File: config.mk
export PLATFORM = sky130hd
export DESIGN_NAME = npc_cell
export DESIGN_NICKNAME = d
export VERILOG_FILES = /design/src/rtl/npc_pkg.sv /design/src/rtl/npc_cell.sv
export SDC_FILE = /design/constraint.sdc
export NUM_CORES = 1
export LEC_CHECK = 0
export BUFFER_PORTS_ARGS = -buffer_cell sky130_fd_sc_hd__clkbuf_2
export CAP_MARGIN = 15
export CELL_PAD_IN_SITES_DETAIL_PLACEMENT = 1
export CELL_PAD_IN_SITES_GLOBAL_PLACEMENT = 1
export CORE_UTILIZATION = 30
export DETAILED_ROUTE_END_ITERATION = 7
export PLACE_DENSITY_LB_ADDON = 0.12
export RECOVER_POWER = 50
export REMOVE_ABC_BUFFERS = 1
export SYNTH_ARGS = -nofsm -noshare
export SYNTH_HDL_FRONTEND = slang
export SYNTH_SLANG_ARGS = --single-unit
export TNS_END_PERCENT = 1
File: constraint.sdc
create_clock -name clk -period 7.2 [get_ports clk]
set_input_delay 1.08 -clock clk [delete_from_list [all_inputs] [get_ports clk]]
set_output_delay 1.08 -clock clk [all_outputs]
set_load 0.02 [all_outputs]
File: src/rtl/npc_pkg.sv
// ---------------------------------------------------------------------------
// npc_pkg: shared types and constants for the nearest palette color block
// Beat layouts for the query and result channels, the record passed along
// the cell chain, and the search constants.
// ---------------------------------------------------------------------------
`default_nettype none

package npc_pkg;

	// Field widths fixed by the channel layout
	localparam int CHAN_W = 8;
	localparam int IDX_W  = 8;
	localparam int SQ_W   = 2 * CHAN_W;
	localparam int DIST_W = 18;

	// Palette size limits
	localparam int STORE_DEPTH             = 256;
	localparam int PALETTE_ENTRIES_DEFAULT = 256;

	// Starting distance: one above the largest possible squared distance
	localparam logic [DIST_W-1:0] DIST_START = DIST_W'(255 * 255 * 3 + 1);

	// Operation carried by an input beat
	typedef enum logic {
		FUNC_WRITE = 1'b0,
		FUNC_QUERY = 1'b1
	} func_t;

	typedef struct packed {
		logic [CHAN_W-1:0] red;
		logic [CHAN_W-1:0] green;
		logic [CHAN_W-1:0] blue;
	} rgb_t;

	// Query channel beat
	typedef struct packed {
		func_t             func;
		logic [IDX_W-1:0]  entry_index;
		logic [CHAN_W-1:0] red;
		logic [CHAN_W-1:0] green;
		logic [CHAN_W-1:0] blue;
	} in_beat_t;

	// Result channel beat
	typedef struct packed {
		logic [IDX_W-1:0]  best_index;
		logic [DIST_W-1:0] best_distance;
	} out_beat_t;

	// Record handed from cell to cell
	typedef struct packed {
		logic              valid;
		func_t             func;
		logic [IDX_W-1:0]  entry_index;
		rgb_t              color;
		logic [IDX_W-1:0]  best_index;
		logic [DIST_W-1:0] best_dist;
	} link_t;

endpackage

`default_nettype wire

File: src/rtl/npc_cell.sv
// ---------------------------------------------------------------------------
// npc_cell: one palette entry of the search chain
// Holds one palette color, captures it from a passing write beat, and
// folds its distance to a passing query into the running best.
// ---------------------------------------------------------------------------
`default_nettype none

module npc_cell #(
	parameter int CELL_INDEX = 0
) (
	input  wire logic          clk,
	input  wire logic          arst_n,
	input  wire logic          advance,
	input  wire npc_pkg::link_t link_in,
	output npc_pkg::link_t     link_out
);

	localparam logic [npc_pkg::IDX_W-1:0] CELL_ID = npc_pkg::IDX_W'(CELL_INDEX);

	npc_pkg::rgb_t                  entry_q;
	logic                           write_hit;
	logic [npc_pkg::CHAN_W-1:0]     diff_r, diff_g, diff_b;
	logic [npc_pkg::SQ_W-1:0]       sq_r, sq_g, sq_b;

	logic                           vld_s1;
	npc_pkg::link_t                 pay_s1;
	logic [npc_pkg::SQ_W-1:0]       sq_r_s1, sq_g_s1, sq_b_s1;

	logic [npc_pkg::DIST_W-1:0]     dist_sum;
	logic                           closer;
	npc_pkg::link_t                 pay_next;

	logic                           vld_s2;
	npc_pkg::link_t                 pay_s2;

	// Write beat addressed to this cell
	assign write_hit = advance && link_in.valid && (link_in.func == npc_pkg::FUNC_WRITE)
		&& (link_in.entry_index == CELL_ID);

	// Per-channel absolute difference and square against the stored entry
	always_comb begin
		diff_r = (entry_q.red > link_in.color.red) ? entry_q.red - link_in.color.red
			: link_in.color.red - entry_q.red;
		diff_g = (entry_q.green > link_in.color.green) ? entry_q.green - link_in.color.green
			: link_in.color.green - entry_q.green;
		diff_b = (entry_q.blue > link_in.color.blue) ? entry_q.blue - link_in.color.blue
			: link_in.color.blue - entry_q.blue;
		sq_r = npc_pkg::SQ_W'(diff_r) * npc_pkg::SQ_W'(diff_r);
		sq_g = npc_pkg::SQ_W'(diff_g) * npc_pkg::SQ_W'(diff_g);
		sq_b = npc_pkg::SQ_W'(diff_b) * npc_pkg::SQ_W'(diff_b);
	end

	// Palette entry storage
	always_ff @(posedge clk) begin
		if (write_hit) begin
			entry_q <= link_in.color;
		end
	end

	// Stage 1: squares registered
	always_ff @(posedge clk or negedge arst_n) begin
		if (!arst_n) begin
			vld_s1 <= 1'b0;
		end else if (advance) begin
			vld_s1 <= link_in.valid;
		end
	end

	always_ff @(posedge clk) begin
		if (advance) begin
			pay_s1  <= link_in;
			sq_r_s1 <= sq_r;
			sq_g_s1 <= sq_g;
			sq_b_s1 <= sq_b;
		end
	end

	// Sum and strict compare: earlier cells win ties
	always_comb begin
		dist_sum = npc_pkg::DIST_W'(sq_r_s1) + npc_pkg::DIST_W'(sq_g_s1)
			+ npc_pkg::DIST_W'(sq_b_s1);
		closer   = (pay_s1.func == npc_pkg::FUNC_QUERY) && (dist_sum < pay_s1.best_dist);
		pay_next = pay_s1;
		if (closer) begin
			pay_next.best_dist  = dist_sum;
			pay_next.best_index = CELL_ID;
		end
	end

	// Stage 2: running best registered
	always_ff @(posedge clk or negedge arst_n) begin
		if (!arst_n) begin
			vld_s2 <= 1'b0;
		end else if (advance) begin
			vld_s2 <= vld_s1;
		end
	end

	always_ff @(posedge clk) begin
		if (advance) begin
			pay_s2 <= pay_next;
		end
	end

	always_comb begin
		link_out       = pay_s2;
		link_out.valid = vld_s2;
	end

endmodule

`default_nettype wire

Word-level counts from Yosys, hierarchy flattened --
Cells that the tools add are included.
Word-level totals: register bits after elaboration 192, bits of input ports 63, output and inout port bits 60, logic and storage cells 47
Cells by class: $add $sub $neg 8, multipliers 3, order comparisons 4, mux-type cells 4, bitwise operators 1, reduce and logical (&&, ||, !) cells 5
Operators by type and width (number):
- 8-bit by 8-bit multiplier with 16-bit output | 3
- 8-bit subtractor | 6
- 8-bit > comparator | 3
- 8-bit two-way mux | 3
- 17-bit by 16-bit adder with 18-bit output | 1
- 18-bit less-than comparator | 1
- 18-bit two-way mux | 1
- 16-bit by 16-bit adder with 17-bit output | 1
- 8-bit zero test | 1
- 1-bit logical AND | 4
- 1-bit NOT | 1

Depth between registers and ports, before layout --
depth after elaboration 5, mapped depth 27, mapped depth without buffers 26

Worst setup path before layout --
Ideal clock, no wire load.
path kind in2reg, start point input link_in[34] in the netlist's numbering, end point register sq_g_s1[15] in the netlist's numbering (data pin), library setup time 0.260 ns, arrival time 6.924 ns, required time 6.940 ns, slack 0.015 ns, cell stages on the path 23, path buffers 0, cell sequence ha_1 > inv_1 > fa_1 > a21o_1 > a221oi_4 > a21oi_4 > mux2i_4 > xor2_4 > or2_1 > inv_1 > fa_1 > fa_1 > inv_1 > fa_1 > fa_1 > inv_1 > ha_1 > or2_2 > a21oi_1 > nor3_1 > a2111oi_0 > a21oi_1 > xor2_1
On the way: word-level cells in the longest chain between the ends 3, elaborated cells between the ends (all ways) 5, those cells by class add/sub: 2; mul: 1; order compare: 1; mux: 1
Ends and longest elaborated chain:
- from (decl) | RTL line npc_cell.sv:14 | input wire npc_pkg::link_t link_in,
- 8-bit subtractor, or another cell as far along | RTL line npc_cell.sv:45 | : link_in.color.green - entry_q.green;
- 8-bit two-way mux (*) | RTL line npc_cell.sv:44 | diff_g = (entry_q.green > link_in.color.green) ? entry_q.green - link_in.color.green
- 8-bit by 8-bit multiplier with 16-bit output (*) | RTL line npc_cell.sv:49 | sq_g = npc_pkg::SQ_W'(diff_g) * npc_pkg::SQ_W'(diff_g);
- via sq_g (one bit) | RTL line npc_cell.sv:23 | logic [npc_pkg::SQ_W-1:0] sq_r, sq_g, sq_b;
- to (signal assigned) | RTL line npc_cell.sv:73 | sq_g_s1 <= sq_g;
- to (decl) | RTL line npc_cell.sv:27 | logic [npc_pkg::SQ_W-1:0] sq_r_s1, sq_g_s1, sq_b_s1;
Mark *: on every way through the listed nets, which the timed path passes. The rest lies on a longest branch. A chain may end at the register's enable or synchronous reset.

Worst setup path in the final report --
Ends and elaborated chain as after synthesis.

==> summary.txt <==
outcome: finished, violations left
failing checks: max-capacitance violations, max-slew violations
Worst-Skew Late Latency: 0.48 ns
max cap viols: 3
final hold violations: 0
die area: 0.0490 mm^2
Crit path depth: 25
final setup fails: 0
FMAX: 146 MHz
H-Tree Depth: 4
I/O pin count: 123
first-pass GRT wire length: 54,100 um
FF-to-FF End: sq_g_s1[15]
cts repair resizes: 0
RSZ-0062 raised after global routing: no
Final ANT Viol Nets: 0
most frequent CP cell: fa_1
Synth Cell Area: 0.0144 mm^2
Reg2Reg Depth: 25
Post-synth EDFFs: 187
asr flop ratio synth: 1.06%
Final Slew Violations: 137
n_diodes: 0
setup bufs post-CTS: 0
Area Growth Syn to Fin: 18.8%
Static Leak: 7.85 nW
Vias: 9,562
clock slew at reported path FFs: 0.08 ns
WP data required: 7.42 ns
Netlist cell types: 76
die width: 221 um
DRC violations left: 0
CTS buffer count: 17
Worst-Margin Slew: 3.24 ns
PD cells: 493 mW/mm^2
peak supply drop: 0.000271 V
Synth Warn #: 0
total gr overflow: 0
number of antenna violations at the first check in global routing: 1
overall power: 8.45 mW
Worst Setup SP: link_in[34]
crit path launch type: input port
buffers added on ports: 122
1st-iter DRT viols: 339
Clock Root Buffer: clkbuf_16
routability cong.: 0.786
Max Root-Sink Buffers: 2
Worst R2R Start: entry_q[8]
Wirelength per Cell: 15.2 um
delay-heaviest family, CP: adder cells
Setup TNS: 0 ns
Avg Vias per Cell: 4.47
crit end category: register
ys flop type: edfxtp_1
Period Utilization, post-route: 95.0%
drt pass-1 iters: 4
Synth Instances: 1,262
Rows: 80
hold buffers post-CTS: 0
clk sink count: 189
Max FO, Critical Path: 6
CP max stage cell: fa_1
Bufs and invs on worst path: 6
slowest cell delay on critical path: 0.55 ns
Final nets: 1,837
hold slack: 0.365 ns
skew final: 0.0144 ns
Crit Path Category: input port to register
dpl hpwl: 26,700 um
most frequent cells in the layout: inv_1, edfxtp_1, ha_1
Initial Utilization: 30.3%
commonest non-fill, non-tap cell in the layout: inv_1
Worst EP arrival: 7.05 ns
global-route total usage across every layer: 14.1%
Fill cells: 5,297
Worst slew margin: -116%
FF-to-FF setup slack: 0.63 ns
vias in the first global route: 10,400
register area share after synthesis: 39.2%
Tmin final: 6.84 ns
largest net degree at the start of global routing: 55
Synth Register Bits: 189
Die Y: 221 um
Hold WC Path Type: input port to async pin
final WL: 32,600 um
share of cells above drive strength 1: 19.5%
Core Footprint: 0.0476 mm^2
CTS tree: yes
Mean Syn Cell Area: 11.4 um^2
[flip-flops by register name, summed over array words and instances, names as in the netlist]
| register | flops |
|---|---|
| link_out | 59 |
| pay_next | 33 |
| pay_s1 | 26 |
| entry_q | 24 |
| sq_b_s1 | 15 |
| sq_g_s1 | 15 |
| sq_r_s1 | 15 |
| vld_s1 | 1 |
| vld_s2 | 1 |
[layer usage]
layer / GRT usage, % / wire (um) / share of wire [%]
met1: 19.0 / 16200 / 50
met2: 22.4 / 14900 / 46
met3: 2.80 / 949 / 2.9
met4: 4.92 / 550 / 1.7
met5: 0 / 0 / 0
[synth_stat cells (18+ instances only)]
library cell	number	area (um^2)
xnor2_1	49	429
inv_1	220	826
edfxtp_1	187	5620
a21oi_1	65	325
ha_1	166	2080
fa_1	97	1940
nor3_1	23	115
a21o_1	24	180
mux2_2	18	203
nor2_1	98	368
o21ai_0	22	110
xor2_1	19	166
nand2_1	34	128
[worst max-delay path by stage]
stage | endpoint | slack (ns)
after floorplan | sq_g_s1[15] | 0.02
after global placement | sq_g_s1[15] | -0.08
after detailed placement | sq_g_s1[15] | -0.17
after CTS | sq_g_s1[15] | 0.34
after global routing | sq_g_s1[15] | 0.005
final | sq_g_s1[15] | 0.36
[power breakdown]
| group | internal, mW | switching (mW) | total (mW) | leakage (nW) |
|---|---|---|---|---|
| Combinational | 2.64 | 3.09 | 5.73 | 5.73 |
| Clock | 0.473 | 0.476 | 0.950 | 0.280 |
| Sequential | 1.67 | 0.101 | 1.77 | 1.84 |
| Total | 4.78 | 3.67 | 8.45 | 7.85 |
[final cells by class]
cell class                      count  area [um^2]  share of cell area, %
Multi-Input combinational cell    832         7840                   45.7
Inverter                          223          837                   4.88
Clock buffer                       19          453                   2.64
Tap cell                          615          769                   4.49
Clock inverter                     13          124                  0.722
Sequential cell                   189         5670                   33.0
Timing Repair Buffer              248         1460                   8.52
[through the flow]
step | util (%) | instances | instance area [um^2] | setup WS [ns]
floorplan | - | 1244 | 14300 | 0.0153
global placement | 35.0 | 2107 | 16700 | -0.0761
detailed placement | 35.0 | 2107 | 16700 | -0.173
CTS | 36.3 | 2139 | 17300 | 0.341
global route | 36.0 | 2139 | 17100 | 0.00474
finish | 36.0 | 2139 | 17100 | 0.364
[cells by family after synthesis]
group                    synth area share (%)
buffers and inverters                    6.61
multiplexers                             2.91
other                                  0.0520
adder cells (fa/ha/maj)                  27.8
AND/OR/NAND/NOR                          9.13
XOR/XNOR                                 5.44
flip-flops                               39.2
AO/OA/AOI/OAI                            8.77
Note: power is estimated with default switching activity, not from simulation.
